[src/rtl/core/text_console_writer_assert.svh]
// ----------------------------------------------------------------------------
// Text console writer assertion macros
// Concurrent assertion wrappers, empty when SYNTHESIS is defined.
// ----------------------------------------------------------------------------
`ifndef TEXT_CONSOLE_WRITER_ASSERT_SVH
`define TEXT_CONSOLE_WRITER_ASSERT_SVH

`ifndef SYNTHESIS
`define TCW_ASSERT(lbl, prop, msg) \
  lbl: assert property (@(posedge clk_i) disable iff (!rst_ni) (prop)) else $error(msg);
`define TCW_ASSERT_ALWAYS(lbl, prop, msg) \
  lbl: assert property (@(posedge clk_i) (prop)) else $error(msg);
`else
`define TCW_ASSERT(lbl, prop, msg)
`define TCW_ASSERT_ALWAYS(lbl, prop, msg)
`endif

`endif

[src/rtl/core/tcw_pkg.sv]
// ----------------------------------------------------------------------------
// Text console writer package
// Shared types, command and character codes, row state helpers.
// ----------------------------------------------------------------------------
package tcw_pkg;

  localparam int XW = 8;
  localparam int YW = 7;

  typedef logic [XW-1:0] xpos_t;
  typedef logic [YW-1:0] ypos_t;

  localparam logic [1:0] CMD_PUT   = 2'd0;
  localparam logic [1:0] CMD_SETC  = 2'd1;
  localparam logic [1:0] CMD_CLEAR = 2'd2;
  localparam logic [1:0] CMD_READ  = 2'd3;

  localparam logic [7:0] CH_BS    = 8'h08;
  localparam logic [7:0] CH_TAB   = 8'h09;
  localparam logic [7:0] CH_LF    = 8'h0A;
  localparam logic [7:0] CH_CR    = 8'h0D;
  localparam logic [7:0] CH_SPACE = 8'h20;

  typedef enum logic [1:0] {
    RS_ZERO,
    RS_SPACE,
    RS_MEM
  } row_state_e;

  typedef struct packed {
    xpos_t x;
    ypos_t y;
    logic  wr;
    logic  scroll;
  } step_t;

  typedef struct packed {
    logic scroll;
    logic clear;
    logic set_mem;
  } rm_ctrl_t;

  function automatic logic [15:0] row_default(row_state_e st, logic [7:0] attr);
    logic [15:0] v;
    v = 16'h0000;
    if (st == RS_SPACE) begin
      v = {attr, CH_SPACE};
    end
    return v;
  endfunction

endpackage

[src/rtl/core/tcw_step.sv]
// ----------------------------------------------------------------------------
// Text console writer cursor step
// Next cursor position, write and scroll decision for a put-char.
// ----------------------------------------------------------------------------
module tcw_step import tcw_pkg::*; #(
  parameter int NUM_COLS = 80,
  parameter int NUM_ROWS = 25
) (
  input  xpos_t      x_i,
  input  ypos_t      y_i,
  input  logic [7:0] code_i,
  output step_t      step_o
);

  localparam xpos_t ColsX = xpos_t'(NUM_COLS);
  localparam ypos_t RowsY = ypos_t'(NUM_ROWS);
  localparam ypos_t LastY = ypos_t'(NUM_ROWS - 1);

  xpos_t x1, x2;
  ypos_t y1, y2;
  logic  sc1, sc2, prt;

  always_comb begin
    prt = (code_i >= CH_SPACE);
    x1  = x_i;
    y1  = y_i;
    if (code_i == CH_TAB) begin
      x1 = (x_i + xpos_t'(4)) & ~xpos_t'(3);
    end
    if (code_i == CH_CR) begin
      x1 = '0;
    end
    if (code_i == CH_LF) begin
      x1 = '0;
      y1 = y_i + ypos_t'(1);
    end
    sc1 = (y1 >= RowsY);
    if (sc1) begin
      y1 = LastY;
    end
    x2 = x1;
    if (code_i == CH_BS) begin
      if (x1 != '0) begin
        x2 = x1 - xpos_t'(1);
      end
    end else if (prt) begin
      x2 = x1 + xpos_t'(1);
    end
    y2 = y1;
    if (x2 >= ColsX) begin
      x2 = '0;
      y2 = y1 + ypos_t'(1);
    end
    sc2 = (y2 >= RowsY);
    if (sc2) begin
      y2 = LastY;
    end
    step_o.x      = x2;
    step_o.y      = y2;
    step_o.wr     = prt;
    step_o.scroll = sc1 | sc2;
  end

endmodule

[config.mk]
export PLATFORM = sky130hd
export DESIGN_NAME = tcw_step
export DESIGN_NICKNAME = d
export VERILOG_FILES = /design/src/rtl/core/text_console_writer_assert.svh /design/src/rtl/core/tcw_pkg.sv /design/src/rtl/core/tcw_step.sv
export SDC_FILE = /design/constraint.sdc
export NUM_CORES = 1
export LEC_CHECK = 0
export BUFFER_PORTS_ARGS = -buffer_cell sky130_fd_sc_hd__clkbuf_2
export CAP_MARGIN = 40
export CORE_MARGIN = 2
export CORE_UTILIZATION = 60
export DETAILED_ROUTE_END_ITERATION = 16
export PLACE_DENSITY = 0.95
export SYNTH_ARGS = -nofsm -noshare
export SYNTH_HDL_FRONTEND = slang
export SYNTH_SLANG_ARGS = --single-unit
[constraint.sdc]
create_clock -name vclk -period 6.75
set_input_delay 0 -clock vclk [all_inputs]
set_output_delay 0 -clock vclk [all_outputs]
set_load 0.02 [all_outputs]
== Word level (Yosys, flattened, before mapping) ==
Index checks and enable logic that the tools add are counted.
Operators by class
  add/subtract/negate cells: 5
  $lt $le $gt $ge: 4
  equal/unequal tests: 4
  muxes and demuxes: 11
  bitwise logic cells: 1
  reduce and logical (&&, ||, !) cells: 1
Operators by type and width (count)
  $mux W8: 7
  $eq A8 B4 Y1 const B: 4
  $mux W7: 4
  $add A7 B1 Y7 const B: 2
  $ge A7 B5 Y1 const B: 2
  $add A8 B1 Y8 const B: 1
  $add A8 B3 Y8 const B: 1
  $ge A8 B6 Y1 const B: 1
  $ge A8 B7 Y1 const B: 1
  $reduce_bool A8 Y1: 1
  $sub A8 B1 Y8 const B: 1
  $or A1 B1 Y1: 1
Word-level totals
  register bits after elaboration: 0
  bits of input ports: 23
  output and inout bits: 17
  word-level logic and storage cells: 26

== Longest topological paths before layout ==
  word-level depth: 11
  depth in mapped cells: 15
  depth with buffers taken out: 13

== Worst setup path after synthesis ==
Ideal clock, no wire load.
  path type: in2out
  from: in code_i[0]
  to: out step_o[0] (netlist name)
  arrival: 2.952 ns
  required time: 6.750 ns
  slack: 3.798 ns
  stages on the path: 10
  path buffers: 1
  cells stage by stage: buf_2 > or4bb_1 > nor4_1 > mux2i_1 > nand2b_1 > nor3_1 > ha_1 > xnor2_1 > a311o_1 > o21ai_0
RTL lines
  start, declared: RTL line tcw_step.sv:11  | input logic [7:0] code_i,
  end, declared: RTL line tcw_step.sv:12  | output step_t step_o

==> metrics.md <==
| Metric | Value |
|---|---|
| Final wirelength | `about 3600 µm` |
| Syn Inst Count | `~200` |
| Min-delay worst type | `in -> out` |
| Post-CTS sizing | `0` |
| Tot Pwr | `just over 80 µW` |
| Antenna Cells | `0` |
| Multi-input gate area | `between 1000 and 1500 µm²` |
| Starting Density | `a little under two thirds` |
| Post-layout util | `69.34%` |
| Top sig layer | `met4` |
| Count of non-filler cells in the finished layout | `between 200 and 300` |
| Top cells by instance count after synthesis | `18 x nor2_1, 13 x nand2_1, 12 x a21oi_1, 11 x o21ai_0, 9 x nand3_1` |
| Gpl congestion | `between 0.9 and 1` |
| Avg Synthesized Cell Area | `6.915 µm²` |
| TNS Setup | `0 ps` |
| First-pass GRT wire length | `between 5000 and 6000 µm` |
| RSZ-0062 raised after global routing | `false` |
| Post-route clock period utilization | `52.60%` |
| Fillers | `around 210` |
| Share of layout cells above drive strength 1 | `a little over a quarter` |
| Synth Cell Area | `about 1400 µm²` |
| Total gr overflow | `0` |
| Core area | `2212 µm²` |
| Drt drc | `0` |
| CP arrival | `roughly 3600 ps` |
| Ys Warns | `0` |
| Worst Path Max Fanout | `16` |
| Metal2 WL | `between 1500 and 2000 µm` |
| CLK BUF | `0` |
| Layout area overhead | `9.269%` |
| Total Routing Usage GR | `between 20% and 30%` |
| Ports | `40` |
| Leak | `around 0.61 nW` |
| Largest net degree at the start of global routing | `17` |
| I/O Buffers | `37` |
| Slew Limit Fails | `0` |
| DRT Pass-1 Iters | `4` |
| CP Class | `in -> out` |
| Top cell type's share of synthesized area | `5.348%` |
| Initial antenna violation count | `0` |
| Vias in the first global route | `1352` |
| CP required | `6750 ps` |
| Power Dens Cells | `53.34 nW/µm²` |
| Sequential element share of the synthesized area | `0%` |
| Post-DP Area | `~1500 µm²` |
| Vias per cell | `around 6.6` |
| Fin nets | `between 200 and 300` |
| Row Count | `17` |
| Worst Setup End Kind | `primary output` |
| Die Ht | `52.37 µm` |
| Dominant cell type by area after synthesis | `ha_1` |
| Outcome | `completed` |
| Final hold viol count | `0` |
| Initial DRC count | `63` |
| Top-count cell post-synth | `nor2_1` |
| Metal3 WL | `275 µm` |
| Measured slew at the worst slew-check pin | `roughly 770 ps` |
| Reg area | `0 µm²` |
| DP HPWL | `roughly 2800 µm` |
| Startpoint types | `input port` |
| DR WL/cell | `roughly 14 µm` |
| Die area | `approximately 2700 µm²` |
| ANT nets after route | `0` |
| Post-CTS Setup Bufs | `0` |
| Yosys cell types | `66` |
| Headroom to the max-slew limit | `48.10%` |
| Placed insts | `around 260` |
| Area contributors post-synth | `ha_1 5.3%, nor2_1 4.8%, a21oi_1 4.3%` |
| Hold buffer count at CTS | `0` |
| Min-Delay Path Depth | `5` |
| Seq_cells | `0` |
| Overall die width | `52.37 µm` |
| Routed via count | `roughly 1.7k` |
| Met1 Wirelength | `1572 µm` |
| Worst VDD drop | `about 37 µV` |
| Period minus WS final | `between 3000 and 4000 ps` |
| Max cap viols | `0` |
| Max Fclk | `281.7 MHz` |
| Final setup vio count | `0` |
| Design Area, Final | `between 1500 and 2000 µm²` |
[cell type report]
class	count	share of cell area (%)
Tap cell	28	2.284
Timing Repair Buffer	37	12.07
Multi-Input combinational cell	182	83.69
Inverter	8	1.958
[report_power, final]
part | switching [mW] | total [mW] | internal (mW) | leakage, nW
sequential | 0 | 0 | 0 | 0
combinational | 0.0523 | 0.0818 | 0.0296 | 0.609
clock | 0 | 0 | 0 | 0
[cell usage in the layout (no fill, tap or decap), types with 3 or more instances in the layout]
cell type and instances:
a41oi_1 5, nand4_1 6, nor2_1 18, nor4_1 4, nand2b_1 3, o21ai_1 3
nand3_1 9, nand2_1 13, mux2i_1 3, ha_1 6, o211ai_1 3, and4_1 4
and3_1 6, a21o_1 4, o21ai_0 11, a21oi_1 12, xnor2_1 4, nor3_1 8
inv_1 8, clkbuf_2 37, conb_1 3, xor2_1 4, nor3b_1 3
[cell families after synthesis]
| group | after synthesis | synth area share (%) |
|---|---|---|
| xor+xnor | 8 | 4.991 |
| mux | 5 | 3.743 |
| fa+ha+maj | 6 | 5.347 |
| other cells | 1 | 0.2671 |
| compound gates | 62 | 32.35 |
| buf+inv | 23 | 9.090 |
| simple gates | 98 | 44.21 |
[worst max-delay path: stages]
cell	delay [ps]
clkbuf_2	110
or4_1	840
nor4_1	460
mux2i_1	280
nand2b_1	130
nor3_1	350
ha_1	350
xnor2_1	100
a311o_1	410
o2bb2ai_1	140
a22o_1	230
clkbuf_2	150
[worst paths after layout]
path / endpoint / from / slack, ps
setup / recovery: step_o[4] / code_i[5] / 3200
hold / removal: step_o[5] / y_i[3] / 590
[layer usage]
metal  track usage, %  up-vias
li1                 -      832
met1            37.76      755
met2            44.38       81
met3            2.571       10
met4            6.410        0
met5                0        -
[metrics by stage]
step | worst slack (ps) | hold WS [ps]
2_1_floorplan | 3798 | 292.6
3_3_place_gp | 3391 | 571.5
3_5_place_dp | 3222 | 585.4
4_1_cts | 3219 | 586.0
5_1_grt | 2915 | 624.0
6_report | 3200 | 588.0
(Power assumes the default switching activity.)
