File: src/rtl/core/text_console_writer_assert.svh
// ----------------------------------------------------------------------------
// Text console writer assertion macros
// Concurrent assertion wrappers, empty when SYNTHESIS is defined.
// ----------------------------------------------------------------------------
`ifndef TEXT_CONSOLE_WRITER_ASSERT_SVH
`define TEXT_CONSOLE_WRITER_ASSERT_SVH

`ifndef SYNTHESIS
`define TCW_ASSERT(lbl, prop, msg) \
  lbl: assert property (@(posedge clk_i) disable iff (!rst_ni) (prop)) else $error(msg);
`define TCW_ASSERT_ALWAYS(lbl, prop, msg) \
  lbl: assert property (@(posedge clk_i) (prop)) else $error(msg);
`else
`define TCW_ASSERT(lbl, prop, msg)
`define TCW_ASSERT_ALWAYS(lbl, prop, msg)
`endif

`endif

File: src/rtl/core/tcw_pkg.sv
// ----------------------------------------------------------------------------
// Text console writer package
// Shared types, command and character codes, row state helpers.
// ----------------------------------------------------------------------------
package tcw_pkg;

  localparam int XW = 8;
  localparam int YW = 7;

  typedef logic [XW-1:0] xpos_t;
  typedef logic [YW-1:0] ypos_t;

  localparam logic [1:0] CMD_PUT   = 2'd0;
  localparam logic [1:0] CMD_SETC  = 2'd1;
  localparam logic [1:0] CMD_CLEAR = 2'd2;
  localparam logic [1:0] CMD_READ  = 2'd3;

  localparam logic [7:0] CH_BS    = 8'h08;
  localparam logic [7:0] CH_TAB   = 8'h09;
  localparam logic [7:0] CH_LF    = 8'h0A;
  localparam logic [7:0] CH_CR    = 8'h0D;
  localparam logic [7:0] CH_SPACE = 8'h20;

  typedef enum logic [1:0] {
    RS_ZERO,
    RS_SPACE,
    RS_MEM
  } row_state_e;

  typedef struct packed {
    xpos_t x;
    ypos_t y;
    logic  wr;
    logic  scroll;
  } step_t;

  typedef struct packed {
    logic scroll;
    logic clear;
    logic set_mem;
  } rm_ctrl_t;

  function automatic logic [15:0] row_default(row_state_e st, logic [7:0] attr);
    logic [15:0] v;
    v = 16'h0000;
    if (st == RS_SPACE) begin
      v = {attr, CH_SPACE};
    end
    return v;
  endfunction

endpackage

File: src/rtl/core/tcw_rowmap.sv
// ----------------------------------------------------------------------------
// Text console writer row map
// Rotating top-row base and per-row content state (zero, spaces, stored).
// ----------------------------------------------------------------------------
module tcw_rowmap import tcw_pkg::*; #(
  parameter int NUM_ROWS = 25,
  parameter int PW       = 5
) (
  input  logic          clk_i,
  input  logic          rst_ni,
  input  rm_ctrl_t      ctrl_i,
  input  logic [PW-1:0] mem_row_i,
  input  logic [PW-1:0] lk_row_i,
  output logic [PW-1:0] lk_phys_o,
  output row_state_e    lk_state_o
);

  localparam logic [PW:0]   RowsP = (PW + 1)'(NUM_ROWS);
  localparam logic [PW-1:0] LastP = PW'(NUM_ROWS - 1);

  logic [PW-1:0] top_q;
  row_state_e    flags_q [NUM_ROWS];
  logic [PW:0]   sum;

  always_comb begin
    sum = {1'b0, top_q} + {1'b0, lk_row_i};
    if (sum >= RowsP) begin
      sum = sum - RowsP;
    end
  end

  assign lk_phys_o  = sum[PW-1:0];
  assign lk_state_o = flags_q[lk_phys_o];

  always_ff @(posedge clk_i or negedge rst_ni) begin
    if (!rst_ni) begin
      top_q <= '0;
      for (int i = 0; i < NUM_ROWS; i++) begin
        flags_q[i] <= RS_ZERO;
      end
    end else begin
      if (ctrl_i.clear) begin
        top_q <= '0;
        for (int i = 0; i < NUM_ROWS; i++) begin
          flags_q[i] <= (i == NUM_ROWS - 1) ? RS_ZERO : RS_SPACE;
        end
      end else if (ctrl_i.scroll) begin
        top_q          <= (top_q == LastP) ? '0 : top_q + PW'(1);
        flags_q[top_q] <= RS_ZERO;
      end
      if (ctrl_i.set_mem) begin
        flags_q[mem_row_i] <= RS_MEM;
      end
    end
  end

endmodule

File: config.mk
export PLATFORM = sky130hd
export DESIGN_NAME = tcw_rowmap
export DESIGN_NICKNAME = d
export VERILOG_FILES = /design/src/rtl/core/text_console_writer_assert.svh /design/src/rtl/core/tcw_pkg.sv /design/src/rtl/core/tcw_rowmap.sv
export SDC_FILE = /design/constraint.sdc
export NUM_CORES = 1
export LEC_CHECK = 0
export BUFFER_PORTS_ARGS = -buffer_cell sky130_fd_sc_hd__buf_2
export CAP_MARGIN = 10
export CORE_MARGIN = 2
export CORE_UTILIZATION = 50
export CTS_CLUSTER_SIZE = 40
export DETAILED_ROUTE_END_ITERATION = 12
export PLACE_DENSITY = 0.7
export SETUP_SLACK_MARGIN = 0.02
export SYNTH_ARGS = -nofsm -noshare
export SYNTH_HDL_FRONTEND = slang
export SYNTH_SLANG_ARGS = --single-unit
File: constraint.sdc
create_clock -name clk_i -period 3.2 [get_ports clk_i]
set_clock_uncertainty 0.15 [all_clocks]
set_input_delay 0.16 -clock clk_i [delete_from_list [all_inputs] [get_ports clk_i]]
set_output_delay 0.16 -clock clk_i [all_outputs]
set_load 0.005 [all_outputs]
# Word-level counts from Yosys, hierarchy flattened
# Index checks and enable logic that the tools add are counted.
[classes] n_addsub=3 magnitude_cmp=6 eq_ne=1 mux=14 n_bitwise=8 reduce_logical=3
[ops] cell="50-bit two-way mux" n=3
[ops] cell="50-bit AND" n=1
[ops] cell="50-bit NOT" n=1
[ops] cell="25-bit AND" n=1
[ops] cell="25-bit NOT" n=1
[ops] cell="25-bit OR" n=1
[ops] cell="2-bit demux with 5-bit select" n=2
[ops] cell="5-bit two-way mux" n=4
[ops] cell="6-bit >= comparator, second input constant" n=3
[ops] cell="5-bit NOT with 6-bit output" n=3
[ops] cell="6-bit by 1-bit less-than comparator with 1-bit output, second input constant" n=2
[ops] cell="2-bit binary-select mux with 5-bit select" n=1
[ops] cell="2-bit two-way mux" n=4
[ops] cell="5-bit by 5-bit adder with 6-bit output" n=1
[ops] cell="6-bit by 5-bit >= comparator with 1-bit output, second input constant" n=1
[ops] cell="5-bit by 1-bit adder with 5-bit output, second input constant" n=1
[ops] cell="5-bit equality test, second input constant" n=1
[ops] cell="5-bit subtractor, second input constant" n=1
[ops] cell="1-bit logical AND" n=2
[ops] cell="2-bit nonzero test" n=1
[word_totals] regBits=55 input_bits=15 out_inout_bits=7 word_cells=61

# Logic depth before layout (Yosys ltp)
# Gate-level depths: netlist of the first run.
[logic_depth] word_depth=11 depth_mapped=15 depth_no_buf=13

# Worst setup path before layout of the first run
# Ideal clock, no wire load.
[synth_timing] kind="flip-flop to output port" start="register top_q[0]" end="output port lk_state_o[1]" arrival_time_ns=3.230 required_ns=2.890 path_slack_ns=-0.340 stages_incl_launch_ff=14 n_path_buf=1 cell_sequence="dfrtp_1 > ha_1 > inv_1 > fa_1 > ha_1 > inv_1 > or3_4 > a41oi_4 > and2_1 > buf_6 > o32ai_1 > a22o_1 > or3_1 > a31oi_1"
[synth_via] elab_chain_len=7 elab_cells_between_ends=8 classes_between="add/sub (2); order compare (1); mux (4); bitwise (1)"
[synth_rtl] element="start: declaration" line="tcw_rowmap.sv:21" source="logic [PW-1:0] top_q;"
[synth_rtl] element="start signal: assignment" line="tcw_rowmap.sv:48" source="top_q <= (top_q == LastP) ? '0 : top_q + PW'(1);"
[synth_rtl] element="5-bit by 5-bit adder with 6-bit output *" line="tcw_rowmap.sv:26" source="sum = {1'b0, top_q} + {1'b0, lk_row_i};"
[synth_rtl] element="5-bit subtractor or 6-bit by 5-bit >= comparator with 1-bit output (tied branches)" line="tcw_rowmap.sv:28, tcw_rowmap.sv:27"
[synth_rtl] element="5-bit two-way mux *" line="tcw_rowmap.sv:27" source="if (sum >= RowsP) begin"
[synth_rtl] element="5-bit NOT with 6-bit output (not written as such) *" line="tcw_rowmap.sv:33" source="assign lk_state_o = flags_q[lk_phys_o];"
[synth_rtl] element="2-bit binary-select mux with 5-bit select *" line="tcw_rowmap.sv:33"
[synth_rtl] element="2-bit two-way mux (not written as such) * (2 in a row)" line="tcw_rowmap.sv:33"
[synth_rtl] element="end: declaration" line="tcw_rowmap.sv:15" source="output row_state_e lk_state_o"
# Mark *: on every way between the ends. The rest lies on a longest branch, timed or not. The select of a mux whose other input is x is not followed.

# Final worst setup path of the first run
# Ends and elaborated chain as after synthesis.

==> flow_summary.yaml, run 1 <==
flow_run:
  maxCapViolCount: 0
place:
  hpwl_mm: 6.834
  io_buffers: 21
  gp_congestion: 0.9149
  dp_slack_ns: -0.5092
grt:
  grt_max_degree: 38
  antenna_found_initial: 0
  grtUsageMet2_pct: 44.14
  grt_pass1_wl_mm: 15.63
  grt_use_total_pct: 26.39
  grt_overflow: 0
  grt_pass1_vias: 3160
  grt.busiest_layer: "met2"
  grt_use_met3_pct: 4.171
  use_met1_pct: 34.22
clock_network:
  clock_path_buffers: 2
  cts-root-buf: "clkbuf_8"
  cts_buffers: 5
  clock-sinks: 55
  clkLatencyLatePin_ns: 0.31
  path_clk_slew_ns: 0.10
  cts_tree: "built"
  htree_num_levels: 2
timing:
  hold_slack_ns: 0.04068
  setup_ws_ns: -0.9226
  fmax_mhz: 242.6
  hold_violations: 0
  rsz0062_at_grt: "true"
  fin_crit_ns: 4.123
  fin_crit_sh_pct: 128.8
  setup_viol: 4
  slew_headroom_pct: 32.41
  drv_slew: 0
  tightest_slew_ns: 1.010
setup_path:
  path_cells: "ha_2 > inv_2 > fa_2 > ha_4 > inv_2 > or3_4 > a41oi_4 > buf_6 > a211oi_4 > buf_6 > clkbuf_16 > mux2i_1 > a22o_1 > or3_1 > a31oi_4 > buf_2"
  worst_ep_required_time_ns: 2.89
  critPathCaptureType: "output pin"
  start_kind: "flip-flop"
  reg2reg_depth: 7
  worstSetupPathType: "reg -> out"
  crit_path_start: "top_q[0]$_DFFE_PN0P_"
  rr_endpoint: "flags_q[33]$_DFF_PN0_"
  crit_path_end: "lk_state_o[1]"
  critPathMaxStageDelay_ns: 0.57
  rrSetupSlack_ns: 1.02
  slowest_stage: "fa_2"
  cp.arrival_ns: 3.81
  timing.rr.start: "top_q[0]$_DFFE_PN0P_"
  crit_fanout: 8
drt:
  drc: 0
  drt_iter0_markers: 325
  num_vias: 3236
  first_pass_iters: 4
  viasPerCell: 6.511
  wl_mm: 9.717
  wl_per_cell_um: 19.55
  postRouteAntennaNets: 0
finish:
  drive_gt1_share_pct: 26.14
  syn_to_final_growth_pct: 20.77
  final_common_cell: "dfrtp_1"
  num-fill-cells: 553
  seqCellArea_um2: 1376
  n_antenna_cell: 0
  final_cell_mix: "dfrtp_1, a21oi_1, nand2_1"
  final_nets: 443
  multi_input_area_um2: 2004
synth:
  synth_edf_count: 0
  netlist_area_um2: 3452
  synth_area_leaders: "dfrtp_1, a21oi_1, a32o_1, mux2i_1, nand2_1"
  synth_top_area_cell: "dfrtp_1"
  yosysSeqAreaShare_pct: 39.87
  synth_cells: 366
  ys_ff_latch: 55
  avgSynthCellArea_um2: 9.432
  syn_nets: 393
  synth.distinct_cells: 62
  yosys_warnings: 0
  async_reset_ff_share_pct: 100.0
  synth_flop_cell: "dfrtp_1"
  synth_top_area_share_pct: 39.87
pwr:
  p_seq_share_pct: 41.4
  power_density_nw_per_um2: 420.0
  p_leak_nw: 1.758
  ir_drop_uv: 250.5
  p_total_w: 0.001751
  combPwrFrac_pct: 36.7
  internal_power_w: 0.001168
  p_sw_w: 0.0005835
  netSwitchingFraction_pct: 33.32
  power.share.clock_pct: 22.0
floorplanning:
  die-area_um2: 7585
  initial_core_util_pct: 51.38
  rows: 30
  core_um2: 6719
  die_height_um: 87.09
  die_w_um: 87.09
  ios: 22
status:
  failed_checks: "setup timing"
  status: "finished, violations left"
hold_path:
  hold_class: "in -> reg"
  min_path_cells: 3
[cells by family after synthesis]
kind of cell	Yosys count	share of synthesized area (%)
mux	20	6.198
flops	55	39.87
simple gates	99	14.17
buf+inv	43	5.328
xor+xnor	5	1.813
compound gates	132	28.05
fa+ha+maj	12	4.567
[registers in the layout, indices dropped and copies added (netlist names)]
name / flops
top_q: 5
flags_q: 50
[metrics by stage]
stage / utilization [%] / TNS, ns / cell area [um2] / instances
2_1_floorplan: - / -0.5073 / 3468 / 366
3_3_place_gp: 57.73 / -0.8958 / 3879 / 480
3_5_place_dp: 57.73 / -1.003 / 3879 / 480
4_1_cts: 60.07 / -1.957 / 4036 / 492
5_1_grt: 62.05 / -2.663 / 4169 / 497
6_report: 62.05 / -2.041 / 4169 / 497
[power by group through the flow]
stage,Sequential [W],Combinational (W),Clock (W)
3_3_place_gp,0.000737,0.000538,0
3_5_place_dp,0.000738,0.000544,0
2_1_floorplan,0.000736,0.000326,0
6_report,0.000724,0.000642,0.000385
4_1_cts,0.000724,0.000565,0.000395
5_1_grt,0.000726,0.000688,0.000423
[cell type report]
class | count | area share, %
well taps | 80 | 2.401
inverters | 17 | 1.531
repair buffers | 69 | 12.88
clock buffers | 5 | 1.651
multi-input cells | 268 | 48.08
flip-flops and latches | 55 | 33.01
clock inverters | 3 | 0.4502
[Yosys cell counts, types with 2 or more instances]
cell      instances
a21oi_1          51
o41ai_1           2
a31oi_1           3
nor3b_1           7
buf_6             3
ha_1             11
a221oi_1          2
xor2_1            2
o22ai_1           4
nor3_1            6
o21ai_0           9
a21o_1            2
nand3b_1          3
and3_1            4
nand3_1           4
xnor2_1           2
mux2i_1          18
a22oi_1           8
and3b_1           3
clkbuf_1         22
a222oi_1          2
nor2_1           17
a22o_1            3
and2_0            3
and2_1            3
inv_1            14
dfrtp_1          55
o32ai_1           2
nand2_1          41
a32o_1           24
o221ai_1          2
o31ai_1           3
inv_2             2
[critical path, delay by kind of cell, from the launching register on]
kind                       cells  cell delay, ns
buffers and inverters          6            0.68
and+or+nand+nor                2            0.77
adders and majority gates      3            0.91
AOI/OAI and AO/OA              4            0.66
muxes                          1            0.12
DFF                            1            0.36
[routing by layer]
metal  vias to the layer above  wire length (um)
li1                       1468                 -
met1                      1594              4016
met4                         0               278
met5                         -                 0
met3                        32               693
met2                       142              4729
[what timing repair did]
action / 4_1_cts / 5_1_grt
setup endpoints to repair: 5 / 6
gates resized for setup: 7 / 19
endpoints found under the hold margin: 37 / 0
pin swaps: 0 / 1
cloned: 0 / 1
setup buffers: 1 / 4
hold buffers: 3 / 0
[worst min-delay path by stage]
stage | from | endpoint | slack, ns
after floorplan | rst_ni | flags_q[0]$_DFF_PN0_ | -0.29
after global placement | rst_ni | flags_q[33]$_DFF_PN0_ | 0.14
after detailed placement | rst_ni | flags_q[33]$_DFF_PN0_ | 0.15
after CTS | mem_row_i[2] | flags_q[5]$_DFF_PN0_ | 0.03
after global routing | mem_row_i[2] | flags_q[5]$_DFF_PN0_ | 0.07
final | mem_row_i[2] | flags_q[5]$_DFF_PN0_ | 0.04
(Power assumes the default switching activity.)
==> run 2: changes to the inputs <==
--- a/config.mk
+++ b/config.mk
@@ -7,10 +7,11 @@
 export LEC_CHECK = 0
 export BUFFER_PORTS_ARGS = -buffer_cell sky130_fd_sc_hd__buf_2
 export CAP_MARGIN = 10
-export CORE_MARGIN = 2
+export CORE_MARGIN = 1.5
 export CORE_UTILIZATION = 50
 export CTS_CLUSTER_SIZE = 40
 export DETAILED_ROUTE_END_ITERATION = 12
+export GPL_TIMING_DRIVEN = 0
 export PLACE_DENSITY = 0.7
 export SETUP_SLACK_MARGIN = 0.02
 export SYNTH_ARGS = -nofsm -noshare
==> flow_summary.yaml, run 2 (synthesized netlist as in run 1, its figures left out) <==
drt:
  drc: 0
  wl_per_cell_um: 19.93
  wl_mm: 9.768
  num_vias: 3147
  drt_iter0_markers: 307
  viasPerCell: 6.422
  first_pass_iters: 5
  postRouteAntennaNets: 0
place:
  io_buffers: 17
  gp_congestion: 0.9263
  placed_cells: 463
  hpwl_mm: 6.616
hold_path:
  min_from: "mem_row_i[2]"
  min_path_cells: 3
  whs_endpoint: "flags_q[5]$_DFF_PN0_"
  hold_class: "in -> reg"
finish:
  largest_reg_flops: 50
  final_cell_mix: "dfrtp_1, a21oi_1, nand2_1"
  final_nets: 436
  syn_to_final_growth_pct: 19.14
  num-fill-cells: 570
  final_util_pct: 61.21
  seqCellArea_um2: 1379
  n_antenna_cell: 0
  largestRegisters: "flags_q x50, top_q x5"
  final_common_cell: "dfrtp_1"
  stdcell_count: 490
  multi_input_area_um2: 2066
  largest_register: "flags_q"
  drive_gt1_share_pct: 21.22
floorplanning:
  die_w_um: 86.09
  core_um2: 6719
  rows: 30
  ios: 22
  die_height_um: 86.09
  die-area_um2: 7411
  initial_core_util_pct: 51.38
setup_path:
  rr_endpoint: "flags_q[41]$_DFF_PN0_"
  reg2reg_depth: 7
  rrSetupSlack_ns: 1.16
  crit_fanout: 8
  worst_ep_required_time_ns: 2.89
  start_kind: "flip-flop"
  critPathCaptureType: "output pin"
  cp.arrival_ns: 3.92
  worstSetupPathType: "reg -> out"
  timing.rr.start: "top_q[0]$_DFFE_PN0P_"
flow_run:
  maxCapViolCount: 0
grt:
  grt_pass1_wl_mm: 15.39
  antenna_found_initial: 0
  grt_max_degree: 56
  grt_pass1_vias: 3011
  grt_overflow: 0
  grt_use_total_pct: 27.09
timing:
  tns_ns: -2.253
  hold_violations: 0
  drv_slew: 0
  fin_crit_sh_pct: 132.2
  setup_ws_ns: -1.031
  setup_viol: 5
  fmax_mhz: 236.3
  hold_slack_ns: 0.06166
  tightest_slew_ns: 1.034
  fin_crit_ns: 4.231
  rsz0062_at_grt: "true"
  slew_headroom_pct: 30.56
clock_network:
  clkLatencyLatePin_ns: 0.32
  cts-root-buf: "clkbuf_8"
  cts_tree: "built"
  path_clk_slew_ns: 0.12
  cts_buffers: 5
  htree_num_levels: 2
  clock_path_buffers: 2
  clock-sinks: 55
pwr:
  p_total_w: 0.001752
  p_leak_nw: 1.661
  ir_drop_uv: 287.2
  power_density_nw_per_um2: 426.1
status:
  failed_checks: "setup timing"
  status: "finished, violations left"
[run 2: cell count changes in the layout (fill, tap and decap cells not counted), sizes merged]
cell / change
buf: -29
clkbuf: +21
clkinv: -2
clkinvlp: +1
inv: +1
o21ai: +1
[run 2: worst max-delay path: stages (launching register included)]
cell and delay (ns):
dfrtp_2 0.40, ha_4 0.14, inv_2 0.03, fa_2 0.59
ha_4 0.16, inv_2 0.03, or3_4 0.41, a311oi_2 0.32
a211oi_4 0.13, buf_6 0.18, buf_12 0.13, mux2i_1 0.13
a22o_1 0.19, or3_1 0.31, a31oi_1 0.26, buf_2 0.17
[run 2: worst max path at each step]
| stage | from | cells after the start | slack, ns | endpoint |
|---|---|---|---|---|
| 6_report | top_q[0]$_DFFE_PN0P_ | 15 | -1.03 | lk_state_o[1] |
| 5_1_grt | top_q[0]$_DFFE_PN0P_ | 14 | -1.13 | lk_state_o[1] |
| 4_1_cts | top_q[0]$_DFFE_PN0P_ | 15 | -0.87 | lk_state_o[1] |
| 3_5_place_dp | top_q[0]$_DFFE_PN0P_ | 14 | -1.02 | lk_state_o[1] |
| 3_3_place_gp | top_q[0]$_DFFE_PN0P_ | 14 | -0.97 | lk_state_o[1] |
| 2_1_floorplan | top_q[0]$_DFFE_PN0P_ | 14 | -0.25 | lk_state_o[0] |
[run 2: cell type report]
cell class                 count  share of cell area [%]
timing repair buffer          36                   6.967
clock buffer                   5                   1.673
tap                           80                   2.434
inverter                      17                   1.582
sequential                    55                   33.53
buffer                        25                   2.921
multi-input combinational    269                   50.23
clock inverter                 3                  0.6693
[run 2: through the flow]
step                      setup slack, ns  area (um2)
after floorplan                   -0.2537        3468
after global placement            -0.9688        3654
after detailed placement           -1.024        3654
final                              -1.031        4113
after CTS                         -0.8717        3955
after global routing               -1.128        4113
[run 2: layer usage]
metal	track usage [%]	vias up	share of wire, %
met5	0	-	0
met4	11.73	0	2.2
met3	5.871	21	7.2
met2	42.23	128	47
met1	36.51	1541	43
li1	-	1457	-
[run 2: report_power, final]
| part | switching [W] | internal (W) | total, W |
|---|---|---|---|
| Combinational | 0.000343 | 0.000267 | 0.000610 |
| Sequential | 0.0000117 | 0.000713 | 0.000725 |
| Clock | 0.000255 | 0.000163 | 0.000418 |
| Total | 0.000609 | 0.00114 | 0.00175 |
[run 2: timing repair]
action	in CTS	in global routing
pin swaps	6	5
resized for setup	26	11
endpoints found under the hold margin	56	0
hold buffers	3	0
setup buffers	8	7
cloned	0	1
setup endpoints to repair	6	6
==> run 3: changes to the inputs <==
--- a/config.mk
+++ b/config.mk
@@ -9,8 +9,10 @@
 export CAP_MARGIN = 10
 export CORE_MARGIN = 1.5
 export CORE_UTILIZATION = 50
+export CTS_CLUSTER_DIAMETER = 60
 export CTS_CLUSTER_SIZE = 40
 export DETAILED_ROUTE_END_ITERATION = 12
+export GPL_ROUTABILITY_DRIVEN = 0
 export GPL_TIMING_DRIVEN = 0
 export PLACE_DENSITY = 0.7
 export SETUP_SLACK_MARGIN = 0.02
==> constraint.sdc (replaced) <==
create_clock -name clk_i -period 3.2 [get_ports clk_i]
set_clock_uncertainty 0.15 [all_clocks]
set_input_delay 0.16 -clock clk_i [delete_from_list [all_inputs] [get_ports clk_i]]
set_output_delay 0.16 -clock clk_i [all_outputs]
set_load 0.1 [all_outputs]
==> flow_summary.yaml, run 3 (synthesized netlist as in run 1, its figures left out) <==
status:
  status: "finished, violations left"
  failed_checks: "setup timing"
finish:
  final_nets: 447
  drive_gt1_share_pct: 25.89
  syn_to_final_growth_pct: 27.11
  final_common_cell: "dfrtp_1"
  final_cell_mix: "dfrtp_1, a21oi_1, nand2_1"
  num-fill-cells: 549
  largestRegisters: "flags_q x50, top_q x5"
  n_antenna_cell: 0
  largest_register: "flags_q"
  largest_reg_flops: 50
setup_path:
  worstSetupPathType: "reg -> out"
  worst_ep_required_time_ns: 2.89
  start_kind: "flip-flop"
  crit_fanout: 8
  critPathCaptureType: "output pin"
  cp.arrival_ns: 3.91
timing:
  rsz0062_at_grt: "true"
  fmax_mhz: 237.1
  fin_crit_ns: 4.218
  slew_headroom_pct: 34.58
  drv_slew: 0
  hold_slack_ns: 0.01628
  hold_violations: 0
  setup_ws_ns: -1.018
  fin_crit_sh_pct: 131.8
  setup_viol: 6
  tightest_slew_ns: 0.9792
grt:
  grt_pass1_wl_mm: 15.90
  antenna_found_initial: 0
  grt_pass1_vias: 3044
  grt_use_total_pct: 27.81
  grt_overflow: 0
  grt_max_degree: 32
clock_network:
  cts-root-buf: "clkbuf_8"
  cts_tree: "built"
  htree_num_levels: 2
  clock_path_buffers: 2
  path_clk_slew_ns: 0.11
  clkLatencyLatePin_ns: 0.31
  cts_buffers: 5
  clock-sinks: 55
drt:
  wl_mm: 10.35
  first_pass_iters: 5
  num_vias: 3207
  wl_per_cell_um: 20.66
  drt_iter0_markers: 273
  drc: 0
  postRouteAntennaNets: 0
  viasPerCell: 6.401
pwr:
  p_leak_nw: 1.773
  ir_drop_uv: 258.8
  power_density_nw_per_um2: 484.8
  p_total_w: 0.002127
floorplanning:
  die-area_um2: 7411
  rows: 30
  die_w_um: 86.09
  die_height_um: 86.09
  initial_core_util_pct: 51.38
  ios: 22
  core_um2: 6719
place:
  hpwl_mm: 6.819
  io_buffers: 17
flow_run:
  maxCapViolCount: 0
hold_path:
  hold_class: "in -> reg"
run 3: cell count changes in the layout (fill, tap and decap cells not counted), moves of 2 or more:
| cell | previous run | this run |
|---|---|---|
| a21oi_1 | 48 | 45 |
| a21oi_2 | 3 | 5 |
| a31oi_1 | 3 | 1 |
| a31oi_4 | 1 | 3 |
| buf_12 | 3 | 11 |
| buf_2 | 16 | 10 |
| buf_4 | 13 | 22 |
| buf_6 | 2 | 6 |
| dlygate4sd3_1 | 3 | 1 |
| inv_1 | 12 | 10 |
run 3: path summary, 6_finish.rpt:
| check | from | to | slack (ns) | depth (start not counted) |
|---|---|---|---|---|
| setup / recovery | top_q[0]$_DFFE_PN0P_ | lk_state_o[0] | -1.02 | 15 |
| hold / removal | ctrl_i[0] | flags_q[5]$_DFF_PN0_ | 0.02 | 3 |
| min in group asynchronous | rst_ni | flags_q[1]$_DFF_PN0_ | 0.23 | 2 |
| setup reg to reg | top_q[4]$_DFFE_PN0P_ | flags_q[10]$_DFF_PN0_ | 1.12 | 5 |
| hold reg to reg | flags_q[17]$_DFF_PN0_ | flags_q[17]$_DFF_PN0_ | 0.39 | 1 |
| max in group asynchronous | rst_ni | flags_q[19]$_DFF_PN0_ | 2.08 | 3 |
run 3: power by group:
group	switching, W	internal [W]
clock network	0.000234	0.000237
registers	0.0000128	0.000713
logic	0.000560	0.000371
run 3: worst max-delay path, cell delays in order, from the launching register on:
cell,delay (ns)
dfrtp_2,0.45
ha_4,0.17
inv_2,0.05
fa_2,0.46
ha_2,0.19
or3_4,0.46
o211a_1,0.19
a211oi_4,0.25
buf_6,0.21
buf_4,0.12
mux2i_1,0.21
a22o_1,0.18
a21oi_1,0.06
a221oi_2,0.34
a31oi_4,0.06
buf_12,0.18
run 3: layout make-up:
cell class | instances | area, um2 | area share (%)
Buffer | 26 | 140.1 | 3.194
Clock buffer | 6 | 72.57 | 1.654
Inverter | 17 | 70.07 | 1.597
Clock inverter | 2 | 38.79 | 0.8839
Sequential cell | 55 | 1379 | 31.42
Multi-Input combinational cell | 268 | 2126 | 48.45
Timing Repair Buffer | 47 | 461.7 | 10.52
Tap cell | 80 | 100.1 | 2.281
run 3: timing repair:
item	4_1_cts	5_1_grt
resized for setup	53	14
gates cloned	0	0
setup buffers	18	11
hold endpoints to repair	24	0
hold buffers	1	0
pin swaps	10	13
endpoints found under the setup margin	7	7
run 3: metrics by stage:
stage	setup slack (ns)	instance area [um2]	cells	util, %	setup TNS (ns)
after detailed placement	-1.309	3747	464	55.77	-3.753
after global routing	-1.133	4388	501	65.31	-3.654
final	-1.018	4388	501	65.31	-3.174
after floorplan	-0.9931	3542	366	-	-1.935
after CTS	-1.010	4257	491	63.35	-3.082
after global placement	-1.315	3727	463	55.47	-3.667
run 3: layer usage:
metal  up-vias  GRT usage [%]  routed length (um)
met5         -              0                   0
met4         0          7.478                 178
met3        19          3.754                 661
met1      1587          38.93                4525
li1       1473              -                   -
met2       128          45.53                4987
